File: src/rtl/mfrq_pkg.sv
`default_nettype none
// ----------------------------------------------------------------------------
// mfrq_pkg
// Shared codes, field widths and cell control type of the ready queue.
// ----------------------------------------------------------------------------
package mfrq_pkg;

  // fixed field widths
  localparam int ID_W   = 5;
  localparam int PRIO_W = 8;
  localparam int REQ_W  = 2;
  localparam int STAT_W = 2;

  // request codes
  localparam logic [REQ_W-1:0] REQ_ENQ    = 2'd0;
  localparam logic [REQ_W-1:0] REQ_REMOVE = 2'd1;
  localparam logic [REQ_W-1:0] REQ_PICK   = 2'd2;
  localparam logic [REQ_W-1:0] REQ_NONE   = 2'd3;

  // status codes
  localparam logic [STAT_W-1:0] STAT_OK       = 2'd0;
  localparam logic [STAT_W-1:0] STAT_NOTFOUND = 2'd1;
  localparam logic [STAT_W-1:0] STAT_EMPTY    = 2'd2;
  localparam logic [STAT_W-1:0] STAT_QUEUED   = 2'd3;

  // operation broadcast to every cell of the chain
  typedef struct packed {
    logic ins;   // insert new entry behind the last one of its level
    logic pop;   // shift toward the head, dropping the head entry
    logic mark;  // capture whether this cell holds the entry to remove
    logic del;   // close the gap at the marked cell
  } ctl_t;

endpackage
`default_nettype wire

File: src/rtl/mfrq_cell.sv
`default_nettype none
// ----------------------------------------------------------------------------
// mfrq_cell
// One slot of the sorted queue chain: holds a task and its level and moves
// entries to or from its neighbors on insert, pop and delete.
// ----------------------------------------------------------------------------
module mfrq_cell
  import mfrq_pkg::*;
#(
  parameter int LVL_W = 3
) (
  input  wire logic             clk,
  input  wire logic             rst_n,
  input  wire ctl_t             ctl,
  input  wire logic [ID_W-1:0]  new_task,
  input  wire logic [LVL_W-1:0] new_lvl,
  input  wire logic             left_valid,
  input  wire logic [ID_W-1:0]  left_task,
  input  wire logic [LVL_W-1:0] left_lvl,
  input  wire logic             right_valid,
  input  wire logic [ID_W-1:0]  right_task,
  input  wire logic [LVL_W-1:0] right_lvl,
  input  wire logic             go_in,
  output logic                  go_out,
  input  wire logic             del_in,
  output logic                  del_out,
  output logic                  cur_valid,
  output logic [ID_W-1:0]       cur_task,
  output logic [LVL_W-1:0]      cur_lvl
);

  logic             valid_r, valid_nxt;
  logic [ID_W-1:0]  task_r, task_nxt;
  logic [LVL_W-1:0] lvl_r, lvl_nxt;
  logic             hit_r, hit_nxt;
  logic             go;
  logic             del_here;

  // insert point: first empty slot or first entry of a later level
  assign go       = !valid_r || (lvl_r > new_lvl);
  assign go_out   = go;
  assign del_here = del_in || hit_r;
  assign del_out  = del_here;

  // next entry from the operation and the neighbors
  always_comb begin
    valid_nxt = valid_r;
    task_nxt  = task_r;
    lvl_nxt   = lvl_r;
    hit_nxt   = hit_r;
    if (ctl.ins) begin
      if (go && go_in) begin
        valid_nxt = left_valid;
        task_nxt  = left_task;
        lvl_nxt   = left_lvl;
      end else if (go) begin
        valid_nxt = 1'b1;
        task_nxt  = new_task;
        lvl_nxt   = new_lvl;
      end
    end else if (ctl.pop || (ctl.del && del_here)) begin
      valid_nxt = right_valid;
      task_nxt  = right_task;
      lvl_nxt   = right_lvl;
    end
    if (ctl.mark) begin
      hit_nxt = valid_r && (task_r == new_task) && (lvl_r == new_lvl);
    end else if (ctl.del) begin
      hit_nxt = 1'b0;
    end
  end

  // control state
  always_ff @(posedge clk) begin
    if (!rst_n) begin
      valid_r <= 1'b0;
      hit_r   <= 1'b0;
    end else begin
      valid_r <= valid_nxt;
      hit_r   <= hit_nxt;
    end
  end

  // payload
  always_ff @(posedge clk) begin
    task_r <= task_nxt;
    lvl_r  <= lvl_nxt;
  end

  assign cur_valid = valid_r;
  assign cur_task  = task_r;
  assign cur_lvl   = lvl_r;

endmodule
`default_nettype wire

File: src/rtl/multilevel_fifo_ready_queue.sv
`default_nettype none
// Enqueue and pick results are registered and appear in the cycle after acceptance;
// remove results follow match capture, then gap closing in the chain.
// Throughput: one enqueue or pick per cycle while the result register is free or
// being read; a remove holds off new requests until its two-step delete is done.
// Reset (synchronous, active low) clears cell valid bits, queued flags and the
// result valid bit; no clearing pass is needed.
// ----------------------------------------------------------------------------
// multilevel_fifo_ready_queue
// Ready queue of task ids kept as a chain of cells sorted by level and, within
// a level, by arrival; the head cell is always the next task to run.
// ----------------------------------------------------------------------------
module multilevel_fifo_ready_queue
  import mfrq_pkg::*;
#(
  parameter int LEVELS = 8,
  parameter int TASKS  = 32
) (
  input  wire logic                     clk,
  input  wire logic                     rst_n,
  input  wire logic                     in_valid,
  output logic                          in_ready,
  input  wire logic [REQ_W-1:0]         in_req_type,
  input  wire logic [ID_W-1:0]          in_task_id,
  input  wire logic signed [PRIO_W-1:0] in_priority_req,
  output logic                          out_valid,
  input  wire logic                     out_ready,
  output logic [STAT_W-1:0]             out_status,
  output logic [ID_W-1:0]               out_picked_task
);

  localparam int LVL_W  = $clog2(LEVELS);
  localparam int TASK_W = $clog2(TASKS);
  localparam int CELLS  = (TASKS < 32) ? TASKS : 32;

  localparam logic S_IDLE = 1'b0;
  localparam logic S_DEL  = 1'b1;

  logic              st_r, st_nxt;
  logic              out_valid_r, out_valid_nxt;
  logic [STAT_W-1:0] out_status_r, out_status_nxt;
  logic [ID_W-1:0]   out_picked_r, out_picked_nxt;
  logic [TASKS-1:0]  queued_r, queued_nxt;
  logic [TASK_W-1:0] rm_idx_r, rm_idx_nxt;

  logic              accept;
  logic [8:0]        tid_ext;
  logic [8:0]        head_ext;
  logic              in_range;
  logic [TASK_W-1:0] tid_idx;
  logic [TASK_W-1:0] head_idx;
  logic [LVL_W-1:0]  lvl;
  logic              enq_ok;
  ctl_t              ctl;

  logic             c_valid [CELLS];
  logic [ID_W-1:0]  c_task  [CELLS];
  logic [LVL_W-1:0] c_lvl   [CELLS];
  logic             c_go    [CELLS];
  logic             c_del   [CELLS];

  assign accept = in_valid && in_ready;
  assign in_ready = (st_r == S_IDLE) && (!out_valid_r || out_ready);

  // task id to queued flag index
  assign tid_ext  = {4'b0, in_task_id};
  assign head_ext = {4'b0, c_task[0]};
  assign in_range = tid_ext < 9'(TASKS);
  assign tid_idx  = tid_ext[TASK_W-1:0];
  assign head_idx = head_ext[TASK_W-1:0];

  // priority clamp into 0..LEVELS-1
  always_comb begin
    if (in_priority_req[PRIO_W-1]) begin
      lvl = '0;
    end else if (in_priority_req > $signed(PRIO_W'(LEVELS - 1))) begin
      lvl = LVL_W'(LEVELS - 1);
    end else begin
      lvl = in_priority_req[LVL_W-1:0];
    end
  end

  assign enq_ok = in_range && !queued_r[tid_idx];

  // chain operation
  always_comb begin
    ctl.ins  = accept && (in_req_type == REQ_ENQ) && enq_ok;
    ctl.pop  = accept && (in_req_type == REQ_PICK) && c_valid[0];
    ctl.mark = accept && (in_req_type == REQ_REMOVE);
    ctl.del  = (st_r == S_DEL);
  end

  // cell chain, head at index zero
  for (genvar j = 0; j < CELLS; j++) begin : g_cell
    logic             lv, rv, gi, di;
    logic [ID_W-1:0]  lt, rt;
    logic [LVL_W-1:0] ll, rl;
    if (j == 0) begin : g_first
      assign lv = 1'b0;
      assign lt = '0;
      assign ll = '0;
      assign gi = 1'b0;
      assign di = 1'b0;
    end else begin : g_mid
      assign lv = c_valid[j-1];
      assign lt = c_task[j-1];
      assign ll = c_lvl[j-1];
      assign gi = c_go[j-1];
      assign di = c_del[j-1];
    end
    if (j == CELLS - 1) begin : g_last
      assign rv = 1'b0;
      assign rt = '0;
      assign rl = '0;
    end else begin : g_inner
      assign rv = c_valid[j+1];
      assign rt = c_task[j+1];
      assign rl = c_lvl[j+1];
    end
    mfrq_cell #(
      .LVL_W(LVL_W)
    ) u_cell (
      .clk        (clk),
      .rst_n      (rst_n),
      .ctl        (ctl),
      .new_task   (in_task_id),
      .new_lvl    (lvl),
      .left_valid (lv),
      .left_task  (lt),
      .left_lvl   (ll),
      .right_valid(rv),
      .right_task (rt),
      .right_lvl  (rl),
      .go_in      (gi),
      .go_out     (c_go[j]),
      .del_in     (di),
      .del_out    (c_del[j]),
      .cur_valid  (c_valid[j]),
      .cur_task   (c_task[j]),
      .cur_lvl    (c_lvl[j])
    );
  end

  // sequencing, queued flags and result register
  always_comb begin
    st_nxt         = st_r;
    queued_nxt     = queued_r;
    rm_idx_nxt     = rm_idx_r;
    out_valid_nxt  = out_valid_r;
    out_status_nxt = out_status_r;
    out_picked_nxt = out_picked_r;
    if (out_valid_r && out_ready) begin
      out_valid_nxt = 1'b0;
    end
    if (accept) begin
      unique case (in_req_type)
        REQ_ENQ: begin
          out_valid_nxt  = 1'b1;
          out_picked_nxt = '0;
          if (enq_ok) begin
            queued_nxt[tid_idx] = 1'b1;
            out_status_nxt      = STAT_OK;
          end else begin
            out_status_nxt = STAT_QUEUED;
          end
        end
        REQ_REMOVE: begin
          st_nxt     = S_DEL;
          rm_idx_nxt = tid_idx;
        end
        REQ_PICK: begin
          out_valid_nxt = 1'b1;
          if (c_valid[0]) begin
            queued_nxt[head_idx] = 1'b0;
            out_status_nxt       = STAT_OK;
            out_picked_nxt       = c_task[0];
          end else begin
            out_status_nxt = STAT_EMPTY;
            out_picked_nxt = '0;
          end
        end
        default: begin
          out_valid_nxt  = 1'b1;
          out_status_nxt = STAT_OK;
          out_picked_nxt = '0;
        end
      endcase
    end
    if (st_r == S_DEL) begin
      st_nxt         = S_IDLE;
      out_valid_nxt  = 1'b1;
      out_picked_nxt = '0;
      if (c_del[CELLS-1]) begin
        queued_nxt[rm_idx_r] = 1'b0;
        out_status_nxt       = STAT_OK;
      end else begin
        out_status_nxt = STAT_NOTFOUND;
      end
    end
  end

  // control state
  always_ff @(posedge clk) begin
    if (!rst_n) begin
      st_r        <= S_IDLE;
      out_valid_r <= 1'b0;
      queued_r    <= '0;
    end else begin
      st_r        <= st_nxt;
      out_valid_r <= out_valid_nxt;
      queued_r    <= queued_nxt;
    end
  end

  // payload
  always_ff @(posedge clk) begin
    rm_idx_r     <= rm_idx_nxt;
    out_status_r <= out_status_nxt;
    out_picked_r <= out_picked_nxt;
  end

  assign out_valid       = out_valid_r;
  assign out_status      = out_status_r;
  assign out_picked_task = out_picked_r;

endmodule
`default_nettype wire

File: config.mk
export PLATFORM = sky130hd
export DESIGN_NAME = multilevel_fifo_ready_queue
export DESIGN_NICKNAME = d
export VERILOG_FILES = /design/src/rtl/mfrq_pkg.sv /design/src/rtl/mfrq_cell.sv /design/src/rtl/multilevel_fifo_ready_queue.sv
export SDC_FILE = /design/constraint.sdc
export NUM_CORES = 1
export LEC_CHECK = 0
export ABC_AREA = 0
export BUFFER_PORTS_ARGS = -buffer_cell sky130_fd_sc_hd__buf_2
export CAP_MARGIN = 20
export CORE_ASPECT_RATIO = 0.6
export CORE_UTILIZATION = 60
export CTS_CLUSTER_DIAMETER = 60
export CTS_CLUSTER_SIZE = 8
export DETAILED_ROUTE_END_ITERATION = 16
export GPL_TIMING_DRIVEN = 1
export HOLD_SLACK_MARGIN = 0.05
export PLACE_DENSITY = 0.84
export SLEW_MARGIN = 20
export SYNTH_ARGS = -nofsm -noshare
export SYNTH_HDL_FRONTEND = slang
export SYNTH_HIERARCHICAL = 1
export SYNTH_SLANG_ARGS = --single-unit
File: constraint.sdc
create_clock -name clk -period 11.2 [get_ports clk]
set_input_delay 1.12 -clock clk [delete_from_list [all_inputs] [get_ports clk]]
set_output_delay 1.12 -clock clk [all_outputs]
set_load 0.1 [all_outputs]
== After elaboration in Yosys (flattened, before gate mapping) ==
Cells that the tools add are included.

* Register bits: 366
* Bits of input ports: 19
* Output and inout port bits: 9
* Logic and storage cells: 1065

* $lt $le $gt $ge: 40
* Equality and inequality tests: 99
* Multiplexer cells: 443
* Bitwise operators: 9
* Reductions and logical operators: 340

{| class="wikitable"
|+ Operators with widths
! kind !! count
|-
| $mux 5 || 128
|-
| $mux 3 || 129
|-
| $mux 1 || 170
|-
| $eq 5x5->1 || 32
|-
| $mux 32 || 5
|-
| $logic_and 1x1->1 || 139
|-
| $eq 3x3->1 || 32
|-
| $gt 3x3->1 || 32
|-
| $logic_or 1x1->1 || 96
|-
| $ne 3x1->1 const B || 31
|-
| $reduce_and 2->1 || 35
|-
| $reduce_bool 2->1 || 34
|-
| $and 32x32->32 || 2
|-
| $not 32->32 || 2
|-
| $pmux 32 s2 || 1
|-
| $logic_not 1->1 || 34
|-
| $or 32x32->32 || 1
|-
| $lt 5x6->1 const B || 4
|-
| $demux 1 s5 || 3
|-
| $ge 5x1->1 const B || 3
|-
| $pmux 5 s2 || 1
|-
| $gt 8x4->1 const B || 1
|-
| $mux 2 || 4
|-
| $pmux 2 s3 || 1
|-
| other kinds (8) || 11
|}

== Depth between registers and ports, before layout ==
Gate-level depths: netlist of the first run.

* Depth after elaboration: 35
* Mapped depth: 37
* Depth with buffers taken out: 37

== Modules after synthesis ==
Netlist of the first run, hierarchy kept.

{| class="wikitable"
|+ Modules (own cells, without submodules)
! module !! times used !! cells each !! area an instance (µm²) !! seq. area each (µm²)
|-
| mfrq_cell (g_cell[0].u_cell ...) || 27 || 68 || 683.2 || 280.3
|-
| mfrq_cell (g_cell[5].u_cell ...) || 5 || 65 || 671.9 || 280.3
|-
| multilevel_fifo_ready_queue || 1 || 321 || 2781.4 || 991.0
|}

== Least setup slack after synthesis of the first run ==
OpenSTA, ideal clock, no wires.

* Path type: reg-to-reg
* From: register g_cell[0].u_cell.hit_r
* To: register g_cell[31].u_cell.lvl_r[0], enable pin
* Setup time: 283 ps
* Arrival: 9668 ps
* Data required time: 10917 ps
* Setup slack: 1249 ps
* Cell stages (with the launch flop): 35
* Clock period less this slack: 9951 ps
* Cell sequence: dfxtp_1 -> or2_2 -> or2_2 -> or2_2 -> or2_2 -> or2_2 -> or2_2 -> or2_2 -> or2_2 -> or2_2 -> or2_2 -> or2_2 -> or2_2 -> or2_2 -> or2_2 -> or2_2 -> or2_2 -> or2_2 -> or2_2 -> or2_2 -> or2_2 -> or2_2 -> or2_2 -> or2_2 -> or2_2 -> or2_2 -> or2_2 -> or2_2 -> or2_2 -> or2_2 -> or2_2 -> or2_2 -> or2_2 -> a211o_1 -> o21a_1

{| class="wikitable"
|+ RTL lines
! item !! RTL line !! source
|-
| from (decl) || mfrq_cell.sv:35 || <nowiki>logic hit_r, hit_nxt;</nowiki>
|-
| from (signal assigned) || mfrq_cell.sv:80 || <nowiki>hit_r <= hit_nxt;</nowiki>
|-
| to (signal assigned) || mfrq_cell.sv:87 || <nowiki>lvl_r <= lvl_nxt;</nowiki>
|-
| to (decl) || mfrq_cell.sv:34 || <nowiki>logic [LVL_W-1:0] lvl_r, lvl_nxt;</nowiki>
|}

==> reports/metrics.yaml, run 1 <==
outcome:
  status: "completed"
logic_synthesis:
  synth_top_area_frac: 0.321
  synth.largest_area_cell: "edfxtp_1"
  synth_area_leaders: "edfxtp_1 (32%), mux2i_1 (11%), dfxtp_1 (8.4%), a21oi_1 (5.7%), ha_1 (4.9%)"
  syn_avg_cell_area_um2: 9.91
  ys_types: 65
  synth-edff-count: 263
  synthSimpleGateAreaFrac: 0.153
  yosysSeqAreaShare: 0.405
  synth_top_family_by_area: "compound AO/OA/AOI/OAI gates"
  synth.most_common_cell: "nor2_1"
  yosysWarnings: 6
  synth_compound_area_frac: 0.174
  syn_inst: 2482
  synthAdderAreaFrac: 0.0489
  synthArstFlopShare: 0
  netlist_top_cells_count: "nor2_1 (300), a21oi_1 (281), mux2i_1 (269), edfxtp_1 (263), inv_1 (131)"
  synth_seq_cells: 366
  syn_area_um2: 24600
  synthMuxAreaShare: 0.115
  ys.flop_type: "edfxtp_1"
  synth_xor_area_frac: 0.0570
clocking:
  clkSinkCount: 366
  ctsHoldBuffers: 0
  cts_tree: "done"
  clock_latency_ns: 0.57
  cts_buffer_depth: 3
  htreeDepth: 2
  post-cts-setup-buffer-count: 0
  clkSlewWorstSetupHoldPaths_ns: 0.05
  cts_buffers: 51
  ctsResizeCount: 0
  cts-root-buf: "clkbuf_16"
setup_path:
  timing.critical_path.mode_cell: "or2_2"
  path_buf_inv: 0
  cp-start-kind: "flip-flop"
  critPathCaptureType: "flip-flop"
  crit_family: "simple AND/OR/NAND/NOR gates"
  slowest_stage: "nand4b_1"
  cpPeakStageDelay_ns: 0.42
  critPathArrivalTime_ns: 11.36
  crit_required_ns: 11.67
  critPathMaxFanout: 8
  critical_path_class: "flip-flop to flip-flop"
global_routing:
  overflow: 0
  grt_pass1_vias: 19500
  grt_pass1_wl_um: 107000
  grtUsageTotal: 0.316
  antenna_found_initial: 0
  grt_max_degree: 206
floorplanning:
  die_h_um: 159
  fp-row-count: 57
  initial_utilization: 0.608
  dieArea_um2: 41800
  die_w_um: 263
  io-pin-count: 28
  core_area_um2: 40400
detailed_routing:
  vias: 20300
  dr.pass1.iters: 6
  totalWireLength_um: 67300
  drc: 0
  wl_per_cell_um: 22.0
  drt_iter0_markers: 2826
  vias_per_cell: 6.65
  ant_nets: 0
cells_and_area:
  area_growth_pct: 7.87
  finish.net_count: 2601
  diodes: 0
  drive_gt1_frac: 0.0891
job:
  drv_cap: 0
timing:
  rsz0062_at_grt: "false"
  finalSetupViolations: 0
  hold_viol: 0
  fmax_ghz: 0.0919
  finClkSkew_ns: 0.0150
  max_slew_margin: 0.227
  slew_violations: 0
  worst_slew_pin_slew_ns: 1.16
  post-route-min-period_ns: 10.88
  min_period_over_period: 0.972
  fin_setup_tns_ns: 0
pwr:
  p_leak_uw: 0.00939
  powerDensity_nw_per_um2: 130
  ir_drop_uv: 123
  p_total_uw: 3450
placed_design:
  gp_congestion: 0.919
  dp_hpwl_um: 44900
  port_buffers: 27
worst_hold_path:
  min_path_type: "flip-flop to flip-flop"
[layer usage]
metal / wire length [um] / global-route usage
met1: 29900 / 0.483
met2: 28400 / 0.451
met3: 7840 / 0.0699
met4: 1150 / 0.0763
met5: 0 / 0
[through the flow]
stage,cells,setup WS (ns),hold WS [ns],util,instance area (um^2)
6_report,3057,0.317,0.452,0.656,26500
5_1_grt,3057,0.0718,0.481,0.656,26500
4_1_cts,3056,0.469,0.452,0.655,26500
3_5_place_dp,2963,0.544,0.441,0.618,25000
3_3_place_gp,2963,0.710,0.438,0.618,25000
2_1_floorplan,2501,1.25,0.430,-,24700
[cell usage in the layout (no fill, tap or decap), types with 6 or more instances in the layout]
cell type / n
a211oi_1: 15
or2_2: 34
edfxtp_1: 263
a211oi_2: 8
nand4_1: 70
a31oi_1: 6
inv_1: 131
xor2_1: 91
o211a_1: 28
nand2b_1: 12
buf_4: 22
xnor2_1: 69
nor3b_1: 6
nor2_1: 296
o21ai_0: 56
o2111ai_2: 27
o22ai_1: 29
conb_1: 20
buf_2: 21
o31ai_1: 8
nor2b_2: 27
ha_1: 96
o221ai_1: 6
nor3_1: 30
clkbuf_16: 53
dfxtp_1: 102
nand2_1: 76
nand3b_1: 10
o21a_1: 60
mux2i_1: 269
nor4_1: 33
a211o_1: 27
and2_1: 8
o211ai_1: 27
clkbuf_1: 39
a21oi_1: 280
a21boi_1: 27
or3b_1: 55
nand3_1: 13
a41oi_1: 7
[worst paths after layout]
path                          start                     end  slack [ns]  cells past startpoint
max          g_cell[0].u_cell/hit_r             queued_r[6]        0.32                     35
min          g_cell[0].u_cell/hit_r  g_cell[0].u_cell/hit_r        0.45                      2
max reg2reg  g_cell[0].u_cell/hit_r             queued_r[6]        0.32                     35
min reg2reg  g_cell[0].u_cell/hit_r  g_cell[0].u_cell/hit_r        0.45                      2
[layout make-up]
cell class                 instances  area, um^2
sequential                       366        9960
fill                            2995       13900
clock buffer                      93        1490
inverter                         132         495
multi-input combinational       1890       13600
timing repair buffer              45         318
tap                              531         664
[report_power, final]
part           internal (uW)  switching, uW  leakage, uW
combinational            149            274      0.00544
sequential              1510           46.4      0.00324
clock                    881            592     0.000706
[cells by family after synthesis]
group,Yosys count
flip-flops,366
adder cells (fa/ha/maj),96
multiplexers,279
XOR/XNOR,160
AND/OR/NAND/NOR,707
AO/OA/AOI/OAI,628
other,1
buffers and inverters,245
[state kept, by name, indices dropped and copies added, names as in the netlist]
signal                   count
queued_r                    32
g_cell.u_cell/cur_task     160
g_cell.u_cell/cur_lvl       96
g_cell.u_cell/cur_valid     32
out_status                   2
rm_idx_r                     5
out_picked_task              5
g_cell.u_cell/hit_r         32
out_valid                    1
st_r                         1
[tightest hold or removal path: stages, from the launching register on]
cell and delay, ns:
dfxtp_1 0.30, nand2_1 0.05, a21boi_1 0.05
Power figures use the tool's default switching activity.
==> inputs of run 2 (changes only) <==
CORE_ASPECT_RATIO = default   (was 0.6)
MAX_ROUTING_LAYER = met4   (was default)
==> run 2 against run 1 <==
Compared with the run above:
- largest power group is now the clock network
- combinational power is 2% lower
- global-route usage fell by 0.13 points
- critical path type unchanged
- highest routed layer unchanged
- worst hold slack got worse by 0.0041 ns
==> reports/metrics.yaml, run 2 (synthesis gave the netlist of run 1 again) <==
timing:
  finClkSkew_ns: 0.0163
  min_period_over_period: 0.954
  fin_setup_tns_ns: 0
  finalSetupViolations: 0
  fmax_ghz: 0.0936
  slew_violations: 0
  rsz0062_at_grt: "false"
  max_slew_margin: 0.241
  finalHoldWorstSlack_ns: 0.447
  hold_viol: 0
  worst_slew_pin_slew_ns: 1.14
  post-route-min-period_ns: 10.68
detailed_routing:
  dr.pass1.iters: 5
  drc: 0
  vias_per_cell: 6.53
  drt_iter0_markers: 2218
  vias: 19900
  totalWireLength_um: 63900
  wl_per_cell_um: 20.9
  ant_nets: 0
worst_hold_path:
  holdCritStartpoint: "g_cell[13].u_cell/hit_r"
  whs_path_depth: 2
  min_path_type: "flip-flop to flip-flop"
  worstHoldEndpoint: "g_cell[13].u_cell/hit_r"
setup_path:
  critPathCaptureType: "flip-flop"
  rrSetupSlack_ns: 0.52
  crit_required_ns: 11.70
  slowest_stage: "or2_2"
  reg2reg_to: "queued_r[5]"
  crit_start: "g_cell[0].u_cell/hit_r"
  cpPeakStageDelay_ns: 0.35
  timing.critical_path.mode_cell: "or2_2"
  reg2reg_depth: 37
  critPathArrivalTime_ns: 11.18
  reg2reg_from: "g_cell[0].u_cell/hit_r"
  cp-start-kind: "flip-flop"
  critPathMaxFanout: 8
  critical_path_class: "flip-flop to flip-flop"
clocking:
  clkSlewWorstSetupHoldPaths_ns: 0.05
  post-cts-setup-buffer-count: 0
  ctsHoldBuffers: 0
  cts_tree: "done"
  ctsResizeCount: 0
  cts_buffer_depth: 3
  cts_buffers: 53
  clkSinkCount: 366
  cts-root-buf: "clkbuf_16"
  clock_latency_ns: 0.59
  htreeDepth: 2
cells_and_area:
  largest_register_ffs: 160
  diodes: 0
  final_cell_mix: "nor2_1 (296), a21oi_1 (281), mux2i_1 (269)"
  final_cell_count_no_fill: 3051
  area_growth_pct: 8.22
  drive_gt1_frac: 0.0903
  layout_commonest_cell: "nor2_1"
  fin_area_um2: 26600
  finish.net_count: 2600
global_routing:
  grt_max_degree: 256
  grt_pass1_vias: 20000
  antenna_found_initial: 0
  grt_pass1_wl_um: 103000
  overflow: 0
  grtUsageTotal: 0.315
pwr:
  p_leak_uw: 0.00944
  seqPwrFrac: 0.440
  p_comb_frac: 0.117
  p_int_uw: 2620
  ir_drop_uv: 107
  switching_share: 0.258
  p_switching_uw: 911
  powerDensity_nw_per_um2: 133
  clockPowerShare: 0.442
floorplanning:
  io-pin-count: 28
  fp-row-count: 73
  core_area_um2: 40100
  die_w_um: 204
  initial_utilization: 0.613
  die_h_um: 204
  dieArea_um2: 41800
outcome:
  status: "completed"
placed_design:
  dp_cells: 2955
  gp_congestion: 0.901
  port_buffers: 27
  dpl-instance-area_um2: 25000
  dp_hpwl_um: 41300
job:
  drv_cap: 0
-- run 2: critical path, delay by kind of cell (launching register included) --
family           cells  cell delay (ns)
AND/OR/NAND/NOR     35             9.86
AO/OA/AOI/OAI        2             0.41
flip-flops           1             0.30
-- run 2: power groups by stage --
stage	Clock (uW)	Combinational, uW	Sequential [uW]
2_1_floorplan	0	293	1570
5_1_grt	1620	452	1560
3_5_place_dp	0	402	1580
3_3_place_gp	0	378	1580
4_1_cts	1570	406	1550
6_report	1560	414	1550
-- run 2: worst max-delay path by stage --
stage                                   end  slack [ns]  cells after the start
6_report                        queued_r[5]        0.52                     37
5_1_grt                        queued_r[12]        0.13                     36
4_1_cts                        queued_r[12]        0.59                     36
3_5_place_dp                   queued_r[12]        0.62                     36
3_3_place_gp                    queued_r[8]        0.72                     36
2_1_floorplan  g_cell[31].u_cell/cur_lvl[0]        1.25                     34
-- run 2: area by class of cell --
class                           instances  area, um^2
Clock buffer                           93        1570
Clock inverter                          3        43.8
Fill cell                            2964       13500
Inverter                              132         495
Multi-Input combinational cell       1890       13600
Sequential cell                       366        9960
Tap cell                              525         657
Timing Repair Buffer                   42         288
-- run 2: per-layer routing --
metal	vias up	GRT usage	routed length (um)
met4	0	0.112	1520
met1	9738	0.390	26600
met2	832	0.525	31200
met3	133	0.0446	4600
met5	-	-	0
li1	9216	-	-
-- run 2: metrics by stage --
stage	util	setup slack (ns)	total power [uW]
after floorplan	-	1.25	1860
after global placement	0.623	0.721	1950
after detailed placement	0.623	0.617	1980
after CTS	0.664	0.585	3530
after global routing	0.664	0.133	3630
final	0.664	0.521	3530
